[config.mk]
export PLATFORM = sky130hd
export DESIGN_NAME = tga_rle_pixel_decoder_unit_flat
export DESIGN_NICKNAME = d
export VERILOG_FILES = /design/src/hdl/tgarle_pkg.sv /design/src/hdl/tgarle_if.sv /design/src/hdl/tgarle_regs.sv /design/src/hdl/tgarle_front.sv /design/src/hdl/tgarle_fifo.sv /design/src/hdl/tgarle_back.sv /design/src/hdl/tga_rle_pixel_decoder_unit.sv /design/src/flat_wrapper.sv
export SDC_FILE = /design/constraint.sdc
export NUM_CORES = 1
export LEC_CHECK = 0
export ABC_AREA = 1
export ABC_CLOCK_PERIOD_IN_PS = 7020
export BUFFER_PORTS_ARGS = -buffer_cell sky130_fd_sc_hd__buf_2
export CORE_UTILIZATION = 39
export CTS_CLUSTER_DIAMETER = 40
export DETAILED_ROUTE_END_ITERATION = 8
export REMOVE_ABC_BUFFERS = 1
export SETUP_SLACK_MARGIN = 0.4
export SLEW_MARGIN = 25
export SYNTH_ARGS = -nofsm -noshare
export SYNTH_HDL_FRONTEND = slang
export SYNTH_SLANG_ARGS = --single-unit
[constraint.sdc]
create_clock -name clk -period 7.02 [get_ports clk]
set_input_delay 0.351 -clock clk [delete_from_list [all_inputs] [get_ports clk]]
set_output_delay 0.351 -clock clk [all_outputs]
set_load 0.02 [all_outputs]
[src/hdl/tgarle_pkg.sv]
`timescale 1ns / 1ps

package tgarle_pkg;

	localparam int unsigned QDEPTH = 4;
	localparam int unsigned QAW    = $clog2(QDEPTH);
	localparam int unsigned ADDR_W = 3;

	localparam logic REG_BPP   = 1'b0;
	localparam logic REG_TOTAL = 1'b1;

	localparam logic [2:0]  BPP_RESET   = 3'd4;
	localparam logic [24:0] TOTAL_RESET = 25'd1;
	localparam logic [2:0]  BPP_24      = 3'd3;

	localparam logic [7:0] RUN_BIAS = 8'd127;

	typedef struct packed {
		logic        size3;
		logic [24:0] total;
	} cfg_t;

	// one complete pixel's worth of work for the emitter
	typedef struct packed {
		logic [31:0] pix;
		logic [7:0]  count;
		logic        over;
		logic        idone;
	} job_t;

endpackage

[src/hdl/tgarle_if.sv]
`timescale 1ns / 1ps

interface tgarle_byte_if;
	logic       valid;
	logic       ready;
	logic [7:0] byte_in;

	modport source(output valid, output byte_in, input ready);
	modport sink(input valid, input byte_in, output ready);
endinterface

interface tgarle_pix_if;
	logic        valid;
	logic        ready;
	logic [31:0] pixel_first;
	logic [31:0] pixel_second;
	logic [1:0]  pixels_valid;
	logic        last_of_packet;
	logic        image_done;
	logic        overrun_error;

	modport source(output valid, output pixel_first, output pixel_second,
		output pixels_valid, output last_of_packet, output image_done,
		output overrun_error, input ready);
	modport sink(input valid, input pixel_first, input pixel_second,
		input pixels_valid, input last_of_packet, input image_done,
		input overrun_error, output ready);
endinterface

[src/hdl/tgarle_regs.sv]
`timescale 1ns / 1ps

module tgarle_regs #(
	parameter int unsigned MAX_PIXELS = 16777216
) (
	input  logic                            clk,
	input  logic                            arst_n,
	input  logic                            psel,
	input  logic                            penable,
	input  logic                            pwrite,
	input  logic [tgarle_pkg::ADDR_W-1:0]   paddr,
	input  logic [31:0]                     pwdata,
	output logic [31:0]                     prdata,
	output tgarle_pkg::cfg_t                cfg
);
	import tgarle_pkg::*;

	logic [2:0]  bpp_q;
	logic [24:0] total_q;
	logic        idx;
	logic        wr;

	assign idx = paddr[ADDR_W-1];
	assign wr  = psel && penable && pwrite;

	always_ff @(posedge clk or negedge arst_n) begin
		if (!arst_n) begin
			bpp_q   <= BPP_RESET;
			total_q <= TOTAL_RESET;
		end else if (wr) begin
			case (idx)
				REG_BPP:   bpp_q   <= pwdata[2:0];
				REG_TOTAL: total_q <= pwdata[24:0];
				default: ;
			endcase
		end
	end

	always_comb begin
		case (idx)
			REG_BPP:   prdata = {29'd0, bpp_q};
			REG_TOTAL: prdata = {7'd0, total_q};
			default:   prdata = 32'd0;
		endcase
	end

	assign cfg.size3 = (bpp_q == BPP_24);
	assign cfg.total = ({7'd0, total_q} < 32'(MAX_PIXELS)) ? total_q : 25'(MAX_PIXELS);

endmodule

[src/hdl/tgarle_front.sv]
`timescale 1ns / 1ps

module tgarle_front (
	input  logic             clk,
	input  logic             arst_n,
	input  tgarle_pkg::cfg_t cfg,
	input  logic             valid,
	input  logic [7:0]       byte_in,
	output logic             ready,
	input  logic             q_full,
	output logic             q_push,
	output tgarle_pkg::job_t job
);
	import tgarle_pkg::*;

	typedef enum logic [2:0] {
		PH_HEADER = 3'b001,
		PH_RAW    = 3'b010,
		PH_RUN    = 3'b100
	} phase_t;

	phase_t      phase_q;
	logic [7:0]  rem_q;
	logic [1:0]  bip_q;
	logic [31:0] asm_q;
	logic [24:0] done_q;

	logic        beat;
	logic [1:0]  bip_nx;
	logic [31:0] asm_nx;
	logic        complete;
	logic [7:0]  copies;
	logic [24:0] avail;
	logic        fits;
	logic [7:0]  k;
	logic [24:0] sum;
	logic [7:0]  rem_nx;

	assign ready = !q_full;
	assign beat  = valid && ready;

	always_comb begin
		bip_nx   = bip_q + 2'd1;
		asm_nx   = (bip_q == 2'd0) ? {24'd0, byte_in}
			: (asm_q | ({24'd0, byte_in} << {bip_q, 3'b000}));
		complete = (bip_nx == 2'd0) || (cfg.size3 && bip_nx == 2'd3);
		copies   = (phase_q == PH_RAW) ? 8'd1 : rem_q;
		avail    = (done_q >= cfg.total) ? 25'd0 : cfg.total - done_q;
		fits     = {17'd0, copies} <= avail;
		k        = fits ? copies : avail[7:0];
		sum      = done_q + {17'd0, copies};
		rem_nx   = (phase_q == PH_RAW) ? rem_q - 8'd1 : 8'd0;

		job.pix   = {(cfg.size3 ? 8'd0 : asm_nx[31:24]), asm_nx[7:0], asm_nx[15:8],
			asm_nx[23:16]};
		job.count = k;
		job.over  = !fits;
		job.idone = (k != 8'd0) && ({17'd0, k} == avail);
		q_push    = beat && complete && (phase_q == PH_RAW || phase_q == PH_RUN);
	end

	always_ff @(posedge clk or negedge arst_n) begin
		if (!arst_n) begin
			phase_q <= PH_HEADER;
			rem_q   <= 8'd0;
			bip_q   <= 2'd0;
			asm_q   <= 32'd0;
			done_q  <= 25'd0;
		end else if (beat) begin
			case (phase_q)
				PH_HEADER: begin
					phase_q <= byte_in[7] ? PH_RUN : PH_RAW;
					rem_q   <= byte_in[7] ? byte_in - RUN_BIAS : byte_in + 8'd1;
					bip_q   <= 2'd0;
					asm_q   <= 32'd0;
				end
				PH_RAW, PH_RUN: begin
					asm_q <= asm_nx;
					bip_q <= complete ? 2'd0 : bip_nx;
					if (complete) begin
						if (!fits) begin
							phase_q <= PH_HEADER;
							rem_q   <= 8'd0;
							done_q  <= 25'd0;
						end else begin
							rem_q  <= rem_nx;
							done_q <= sum;
							if (rem_nx == 8'd0) begin
								phase_q <= PH_HEADER;
								if (sum >= cfg.total) done_q <= 25'd0;
							end
						end
					end
				end
				default: phase_q <= PH_HEADER;
			endcase
		end
	end

endmodule

[src/hdl/tgarle_fifo.sv]
`timescale 1ns / 1ps

module tgarle_fifo (
	input  logic             clk,
	input  logic             arst_n,
	input  logic             push,
	input  tgarle_pkg::job_t wdata,
	input  logic             pop,
	output tgarle_pkg::job_t rdata,
	output logic             full,
	output logic             empty
);
	import tgarle_pkg::*;

	job_t           mem_q [QDEPTH];
	logic [QAW-1:0] wp_q;
	logic [QAW-1:0] rp_q;
	logic [QAW:0]   cnt_q;

	assign full  = (cnt_q == (QAW+1)'(QDEPTH));
	assign empty = (cnt_q == '0);
	assign rdata = mem_q[rp_q];

	always_ff @(posedge clk) begin
		if (push) mem_q[wp_q] <= wdata;
	end

	always_ff @(posedge clk or negedge arst_n) begin
		if (!arst_n) begin
			wp_q  <= '0;
			rp_q  <= '0;
			cnt_q <= '0;
		end else begin
			if (push) wp_q <= wp_q + 1'b1;
			if (pop)  rp_q <= rp_q + 1'b1;
			if (push && !pop)      cnt_q <= cnt_q + 1'b1;
			else if (pop && !push) cnt_q <= cnt_q - 1'b1;
		end
	end

endmodule

[src/hdl/tgarle_back.sv]
`timescale 1ns / 1ps

module tgarle_back (
	input  logic             clk,
	input  logic             arst_n,
	input  tgarle_pkg::job_t head,
	input  logic             q_empty,
	output logic             q_pop,
	output logic             valid,
	input  logic             ready,
	output logic [31:0]      pixel_first,
	output logic [31:0]      pixel_second,
	output logic [1:0]       pixels_valid,
	output logic             last_of_packet,
	output logic             image_done,
	output logic             overrun_error
);
	import tgarle_pkg::*;

	logic        cur_v_q;
	job_t        cur_q;
	logic [7:0]  left_q;
	logic        o_v_q;

	logic        can_emit;
	logic [1:0]  nv;
	logic        last;
	logic        load;

	assign can_emit = cur_v_q && (!o_v_q || ready);
	assign nv       = (left_q >= 8'd2) ? 2'd2 : left_q[1:0];
	assign last     = (left_q <= 8'd2);
	assign load     = !q_empty && (!cur_v_q || (can_emit && last));
	assign q_pop    = load;
	assign valid    = o_v_q;

	always_ff @(posedge clk or negedge arst_n) begin
		if (!arst_n) begin
			cur_v_q <= 1'b0;
			o_v_q   <= 1'b0;
		end else begin
			if (can_emit)   o_v_q <= 1'b1;
			else if (ready) o_v_q <= 1'b0;
			if (load)                  cur_v_q <= 1'b1;
			else if (can_emit && last) cur_v_q <= 1'b0;
		end
	end

	always_ff @(posedge clk) begin
		if (load) begin
			cur_q  <= head;
			left_q <= head.count;
		end else if (can_emit) begin
			left_q <= left_q - {6'd0, nv};
		end
		if (can_emit) begin
			pixel_first    <= (nv != 2'd0) ? cur_q.pix : 32'd0;
			pixel_second   <= (nv == 2'd2) ? cur_q.pix : 32'd0;
			pixels_valid   <= nv;
			last_of_packet <= last;
			image_done     <= last && cur_q.idone;
			overrun_error  <= last && cur_q.over;
		end
	end

endmodule

[src/hdl/tga_rle_pixel_decoder_unit.sv]
`timescale 1ns / 1ps

// Run-length TGA pixel decoder, 24/32 bpp. Bytes are taken one per cycle while
// the four-entry pixel queue has room; header and partial-pixel bytes give no
// result. The first result of a pixel passes the queue, the emitter's job
// register and its output register. The emitter sends one result (up to two
// pixels) per cycle while the sink is ready, so a run of n pixels leaves as
// ceil(n/2) results, while each pixel of a raw packet leaves as a result of
// its own; an overrun packet ends with its error flag on the last result. While
// a 128-pixel run is emitted, the front keeps decoding until the queue is full.
module tga_rle_pixel_decoder_unit #(
	parameter int unsigned MAX_PIXELS = 16777216
) (
	input  logic                          clk,
	input  logic                          arst_n,
	tgarle_byte_if.sink                   in_bytes,
	tgarle_pix_if.source                  out_pixels,
	input  logic                          psel,
	input  logic                          penable,
	input  logic                          pwrite,
	input  logic [tgarle_pkg::ADDR_W-1:0] paddr,
	input  logic [31:0]                   pwdata,
	output logic [31:0]                   prdata,
	output logic                          pready
);
	import tgarle_pkg::*;

	cfg_t cfg;
	job_t job_w;
	job_t head;
	logic q_push;
	logic q_pop;
	logic q_full;
	logic q_empty;

	assign pready = 1'b1;

	tgarle_regs #(.MAX_PIXELS(MAX_PIXELS)) u_regs (
		.clk     (clk),
		.arst_n  (arst_n),
		.psel    (psel),
		.penable (penable),
		.pwrite  (pwrite),
		.paddr   (paddr),
		.pwdata  (pwdata),
		.prdata  (prdata),
		.cfg     (cfg)
	);

	tgarle_front u_front (
		.clk     (clk),
		.arst_n  (arst_n),
		.cfg     (cfg),
		.valid   (in_bytes.valid),
		.byte_in (in_bytes.byte_in),
		.ready   (in_bytes.ready),
		.q_full  (q_full),
		.q_push  (q_push),
		.job     (job_w)
	);

	tgarle_fifo u_fifo (
		.clk    (clk),
		.arst_n (arst_n),
		.push   (q_push),
		.wdata  (job_w),
		.pop    (q_pop),
		.rdata  (head),
		.full   (q_full),
		.empty  (q_empty)
	);

	tgarle_back u_back (
		.clk            (clk),
		.arst_n         (arst_n),
		.head           (head),
		.q_empty        (q_empty),
		.q_pop          (q_pop),
		.valid          (out_pixels.valid),
		.ready          (out_pixels.ready),
		.pixel_first    (out_pixels.pixel_first),
		.pixel_second   (out_pixels.pixel_second),
		.pixels_valid   (out_pixels.pixels_valid),
		.last_of_packet (out_pixels.last_of_packet),
		.image_done     (out_pixels.image_done),
		.overrun_error  (out_pixels.overrun_error)
	);

endmodule

[src/flat_wrapper.sv]
// flat-port wrapper written by rule: the top's interface ports become plain ports
module tga_rle_pixel_decoder_unit_flat import tgarle_pkg::*;
#(
	parameter int unsigned MAX_PIXELS = 16777216
)
  (clk, arst_n, psel, penable, pwrite, paddr, pwdata, prdata, pready, in_bytes_valid, in_bytes_byte_in, in_bytes_ready, out_pixels_valid, out_pixels_pixel_first, out_pixels_pixel_second, out_pixels_pixels_valid, out_pixels_last_of_packet, out_pixels_image_done, out_pixels_overrun_error, out_pixels_ready);
  tgarle_byte_if in_bytes_i ();
  tgarle_pix_if out_pixels_i ();
  input  logic clk;
  input  logic arst_n;
  input  logic psel;
  input  logic penable;
  input  logic pwrite;
  input  logic [tgarle_pkg::ADDR_W-1:0] paddr;
  input  logic [31:0] pwdata;
  output logic [31:0] prdata;
  output logic pready;
  input wire logic [$bits(in_bytes_i.valid)-1:0] in_bytes_valid;
  input wire logic [$bits(in_bytes_i.byte_in)-1:0] in_bytes_byte_in;
  output wire logic [$bits(in_bytes_i.ready)-1:0] in_bytes_ready;
  output wire logic [$bits(out_pixels_i.valid)-1:0] out_pixels_valid;
  output wire logic [$bits(out_pixels_i.pixel_first)-1:0] out_pixels_pixel_first;
  output wire logic [$bits(out_pixels_i.pixel_second)-1:0] out_pixels_pixel_second;
  output wire logic [$bits(out_pixels_i.pixels_valid)-1:0] out_pixels_pixels_valid;
  output wire logic [$bits(out_pixels_i.last_of_packet)-1:0] out_pixels_last_of_packet;
  output wire logic [$bits(out_pixels_i.image_done)-1:0] out_pixels_image_done;
  output wire logic [$bits(out_pixels_i.overrun_error)-1:0] out_pixels_overrun_error;
  input wire logic [$bits(out_pixels_i.ready)-1:0] out_pixels_ready;
  assign in_bytes_i.valid = in_bytes_valid;
  assign in_bytes_i.byte_in = in_bytes_byte_in;
  assign in_bytes_ready = in_bytes_i.ready;
  assign out_pixels_valid = out_pixels_i.valid;
  assign out_pixels_pixel_first = out_pixels_i.pixel_first;
  assign out_pixels_pixel_second = out_pixels_i.pixel_second;
  assign out_pixels_pixels_valid = out_pixels_i.pixels_valid;
  assign out_pixels_last_of_packet = out_pixels_i.last_of_packet;
  assign out_pixels_image_done = out_pixels_i.image_done;
  assign out_pixels_overrun_error = out_pixels_i.overrun_error;
  assign out_pixels_i.ready = out_pixels_ready;
  tga_rle_pixel_decoder_unit #(.MAX_PIXELS(MAX_PIXELS)) u_core (.clk(clk), .arst_n(arst_n), .in_bytes(in_bytes_i), .out_pixels(out_pixels_i), .psel(psel), .penable(penable), .pwrite(pwrite), .paddr(paddr), .pwdata(pwdata), .prdata(prdata), .pready(pready));
endmodule
* Yosys cells after proc, flatten, opt, wreduce, memory -nomap -nowiden
Memory sizes are Yosys's and may differ from the RTL's.
Cells that the tools add are included.
Widths: inputs -> output; s select.
** Storage, ports and cells
- Input bits :: 50
- Word-level logic and storage cells :: 130
- Memories :: 1
- RAM bits :: 168
- Bits in registers :: 218
- Output and inout bits :: 104
** Memories
- u_core.u_fifo.mem_q :: words 4, bits a word 42, rd ports 1, clocked after memory_dff 0, write ports 1, RTL line tgarle_fifo.sv:15 : job_t mem_q [QDEPTH];
** Cells by class
- Equality and inequality tests :: 10
- Multiplexer cells :: 34
- Magnitude comparators :: 6
- Shift operators :: 1
- Bitwise gates (word level) :: 2
- $add $sub $neg :: 11
- Reductions and logical operators :: 43
** Operators with widths (number)
- $pmux 32 s2 :: 2
- $mux 25 :: 5
- $mux 8 :: 9
- $ge 25x25->1 :: 2
- $mux 32 :: 1
- $or 32x32->32 :: 1
- $shl 8x5->32 :: 1
- $add 25x8->25 :: 1
- $eq 8x25->1 :: 1
- $le 8x25->1 :: 1
- $lt 25x25->1 const B :: 1
- $sub 25x25->25 :: 1
- $mux 3 :: 6
- $pmux 8 s2 :: 1
- $logic_and 1x1->1 :: 14
- $reduce_bool 2->1 :: 6
- $reduce_and 3->1 :: 3
- $add 8x1->8 const B :: 1
- $ge 8x2->1 const B :: 1
- $le 8x2->1 const B :: 1
- $logic_not 8->1 :: 1
- $reduce_bool 8->1 :: 1
- $sub 8x1->8 const B :: 1
- $sub 8x2->8 :: 1
- 21 further kinds :: 44

* Depth between registers and ports, before layout
- Depth in word-level cells :: 10
- Mapped depth :: 40
- Gate-level depth less buffers :: 36

* By module
A second synthesis with hierarchy kept.
** Unflattened totals
- Cell total of the unflattened synthesis :: 2252
- Area total of the unflattened synthesis :: 20350.8 um^2
** By module, submodules not included
- tgarle_front :: cells each 1178, area an instance 7397.1 um^2, instances 1, seq. area each 1752.9 um^2
- tgarle_fifo :: cells each 538, area an instance 7081.8 um^2, instances 1, seq. area each 5220.0 um^2
- tgarle_back :: cells each 293, area an instance 4232.8 um^2, instances 1, seq. area each 3383.2 um^2
- tgarle_regs :: cells each 241, area an instance 1627.8 um^2, instances 1, seq. area each 703.2 um^2
- tga_rle_pixel_decoder_unit :: cells each 2, area an instance 11.3 um^2, instances 1, seq. area each 0.0 um^2

* Least setup slack after synthesis
Ideal clock, no wire load.
- Path type :: reg-to-reg
- Start point :: reg u_core.u_regs.total_q[24]
- End point :: mem u_core.u_fifo.mem_q[0][0] in the netlist's numbering, data pin
- Setup time :: 0.167 ns
- Cell stages (with the launch flop) :: 39
- Buffers on the path :: 4
- Setup slack :: 2.241 ns
- Required time :: 6.853 ns
- Period minus slack after synthesis :: 4.779 ns
- Arrival time :: 4.612 ns
- Cells stage by stage :: dfrtp_1 inv_2 buf_6 clkbuf_1 nand2_1 inv_1 ha_1 nand2_1 nand2_1 nand2_1 nand2_1 nand2_1 nand2_2 nand2_2 nand2_1 nand2_2 nor2_2 nand2_1 (+3 left out) nand3_1 ha_1 nand2_1 inv_1 nand3_1 o221a_2 o21ai_0 a21oi_1 or2_2 nor2_4 nand2_2 buf_6 buf_2 nand3_1 nand3_1 nor2_1 nand2_1 nor2_1
** RTL lines
- from (decl) :: RTL line tgarle_regs.sv:19 : logic [24:0] total_q;
- from (signal assigned) :: RTL line tgarle_regs.sv:33 : REG_TOTAL: total_q <= pwdata[24:0];
- to (decl) :: RTL line tgarle_fifo.sv:15

==> results.sh <==
export IMPL_skew_ns=0.0469
export IMPL_synth_seq_cells=386
export IMPL_syn_inst=2040
export IMPL_cts_buffer_depth=3
export IMPL_timing_final_crit_share_pct=82.7
export IMPL_multi_input_area_mm2=0.00690
export IMPL_wirelength_um=46400
export IMPL_power_density_mw_per_mm2=404
export IMPL_seq_area_frac_synth_pct=57.4
export IMPL_cts_tree="built"
export IMPL_maxSlewViolCount=0
export IMPL_clk_latency_ns=0.62
export IMPL_yosysWarnings=0
export IMPL_rows=81
export IMPL_antenna_left=0
export IMPL_initial_core_util_pct=39.5
export IMPL_criticalPathCategory="flop to flop"
export IMPL_regArea_mm2=0.0111
export IMPL_syn_avg_cell_area_um2=9.45
export IMPL_io_buffers=136
export IMPL_grt_pass1_vias=14400
export IMPL_fin_crit_ns=5.81
export IMPL_yosys_area_top_type="edfxtp_1"
export IMPL_syn_to_final_growth_pct=18.7
export IMPL_ctsResizeCount=0
export IMPL_met2_usage_pct=34.2
export IMPL_fmax_mhz=172
export IMPL_crit_top_cell="nand2_1"
export IMPL_die_y_um=224
export IMPL_layout_common_cells="nand2_1 (318), edfxtp_1 (279), nor2_1 (273)"
export IMPL_wl_per_cell_um=15.9
export IMPL_nets=2328
export IMPL_cts_buffers=59
export IMPL_dieArea_mm2=0.0503
export IMPL_overflow=0
export IMPL_cts_hold_buf=22
export IMPL_layout_cells_most_common="nand2_1"
export IMPL_min_path_type="primary input to flop"
export IMPL_holdWs_ns=0.0159
export IMPL_drc_errors=0
export IMPL_num_vias=14600
export IMPL_worstMarginPinSlew_ns=0.938
export IMPL_slowest_delay_ns=0.52
export IMPL_core_mm2=0.0488
export IMPL_antenna_found_initial=1
export IMPL_grt_usage_pct=18.5
export IMPL_cts_max_level=2
export IMPL_whs_path_depth=2
export IMPL_die_w_um=224
export IMPL_gp_congestion=0.849
export IMPL_pin_count=154
export IMPL_syn_area_mm2=0.0193
export IMPL_grt_start_max_net_pins=86
export IMPL_relSlewSlack_pct=37.5
export IMPL_synthArstFlopShare_pct=27.7
export IMPL_hold_violations=0
export IMPL_antenna_cells=0
export IMPL_p_leak_nw=9.86
export IMPL_cp_required_ns=7.46
export IMPL_vias_per_cell=5.01
export IMPL_synth_edf_count=279
export IMPL_grt_pass1_wl_um=74100
export IMPL_setup_viol=0
export IMPL_synth_top_area_share_pct=43.5
export IMPL_synth_ff_type="edfxtp_1"
export IMPL_clkSlewWorstSetupHoldPaths_ns=0.06
export IMPL_arrival_ns=6.25
export IMPL_status="complete, no violations"
export IMPL_r2r_cells=29
export IMPL_ir_drop_v=0.000213
export IMPL_top_usage_layer="met2"
export IMPL_rsz0062_at_grt="false"
export IMPL_dr_pass1_iters=6
export IMPL_ys_types=55
export IMPL_drt_iter0_markers=926
export IMPL_post_cts_buffers=0
export IMPL_endpoint_kind="flop"
export IMPL_maxCapViolations=0
export IMPL_cts_root_buffer="clkbuf_16"
export IMPL_synth_area_leaders="edfxtp_1 (43%), dfrtp_1 (14%), nand2_1 (6.2%)"
export IMPL_met3_usage_pct=2.82
export IMPL_fin_setup_tns_ns=0
export IMPL_clock_sinks=386
export IMPL_use_met1_pct=21.8
export IMPL_drive_gt1_share_pct=14.5
export IMPL_cpMaxStageDelayCell="nor4_1"
export IMPL_detailed_place_hpwl_um=30700
export IMPL_fillers=4701
export IMPL_worst_path_max_fanout=32
export IMPL_crit_path_start_kind="flop"
[logic make-up (layout without fill, tap and decap cells)]
logic type | Yosys count | after routing | share of synthesized area, %
AOI/OAI and AO/OA | 362 | 362 | 10.2
xor gates and xnor gates | 32 | 32 | 1.45
adders and majority gates | 74 | 74 | 4.92
buffers and inverters | 360 | 568 | 7.32
DFF | 386 | 386 | 57.4
muxes | 20 | 20 | 1.17
other | 2 | 9 | 0.0390
and+or+nand+nor | 804 | 804 | 17.5
[power breakdown]
part / switching [W] / internal, W
clock: 0.00115 / 0.00177
sequential: 0.000176 / 0.00303
combinational: 0.00215 / 0.000970
total: 0.00348 / 0.00577
[worst paths after layout]
check                                               start                         to  slack [ns]
worst max-delay path            u_core.u_regs.total_q[24]  u_core.u_fifo.mem_q[2][0]        1.21
worst min-delay path                           pwdata[20]  u_core.u_regs.total_q[20]        0.02
worst max register to register  u_core.u_regs.total_q[24]  u_core.u_fifo.mem_q[2][0]        1.21
worst min register to register     u_core.u_fifo.cnt_q[2]     u_core.u_fifo.cnt_q[2]        0.50
max in group asynchronous                          arst_n      u_core.u_fifo.rp_q[0]        5.30
min in group asynchronous                          arst_n  u_core.u_front.done_q[24]        0.32
[routing by layer]
layer	up-vias	share of wire, %	wire, µm
met4	0	2.5	1140
met3	82	3.9	1800
met2	295	51	23900
met5	-	0	0
li1	7198	-	-
met1	7037	42	19600
[worst max-delay path, delay by kind of cell, from the launching register on]
| kind | cells | cell delay (ns) |
|---|---|---|
| buffers and inverters | 6 | 0.94 |
| AND/OR/NAND/NOR | 18 | 3.44 |
| adder cells (fa/ha/maj) | 2 | 0.39 |
| AO/OA/AOI/OAI | 3 | 0.47 |
| flip-flops | 1 | 0.43 |
[stage by stage]
stage | power (W) | util [%] | cell area, µm² | std cells | worst slack [ns]
after floorplan | 0.00541 | - | 18900 | 1966 | 1.46
after global placement | 0.00628 | 42.3 | 20700 | 2785 | 1.32
after detailed placement | 0.00636 | 42.3 | 20700 | 2785 | 1.20
after CTS | 0.00932 | 46.8 | 22900 | 2919 | 1.23
after global routing | 0.00984 | 46.8 | 22900 | 2919 | 0.616
final | 0.00925 | 46.8 | 22900 | 2919 | 1.21
[cell type report]
class | instances | share of cell area, %
Sequential cell | 386 | 48.3
Multi-Input combinational cell | 1301 | 30.1
Clock inverter | 45 | 2.15
Timing Repair Buffer | 177 | 4.57
Inverter | 279 | 4.58
Tap cell | 664 | 3.63
Clock buffer | 67 | 6.58
[cells in the mapped netlist (4+ instances only)]
library cell	instances
nand2_1	319
nor2_1	283
edfxtp_1	279
inv_1	271
o21ai_0	198
nand3_1	125
dfrtp_1	104
a21oi_1	78
ha_1	71
clkbuf_1	61
o22ai_1	42
nor3_1	26
xor2_1	25
mux2_2	20
a31oi_1	15
nand4_1	12
buf_4	8
nand2_2	7
xnor2_1	7
nor4_1	6
buf_2	5
inv_2	5
nor2_2	5
or2_2	5
a22oi_1	4
buf_1	4
nand3b_1	4
[registers in the layout (all words and copies together), names as in the netlist, 8 cells and up]
| name | flops |
|---|---|
| u_core.u_back.left_q | 8 |
| u_core.u_regs.total_q | 25 |
| u_core.u_front.rem_q | 8 |
| u_core.u_back.pixel_first | 32 |
| u_core.u_back.cur_q | 34 |
| u_core.u_front.asm_q | 32 |
| u_core.u_fifo.mem_q | 168 |
| u_core.u_back.pixel_second | 32 |
| u_core.u_front.done_q | 25 |
Note: power is estimated with default switching activity, not from simulation.
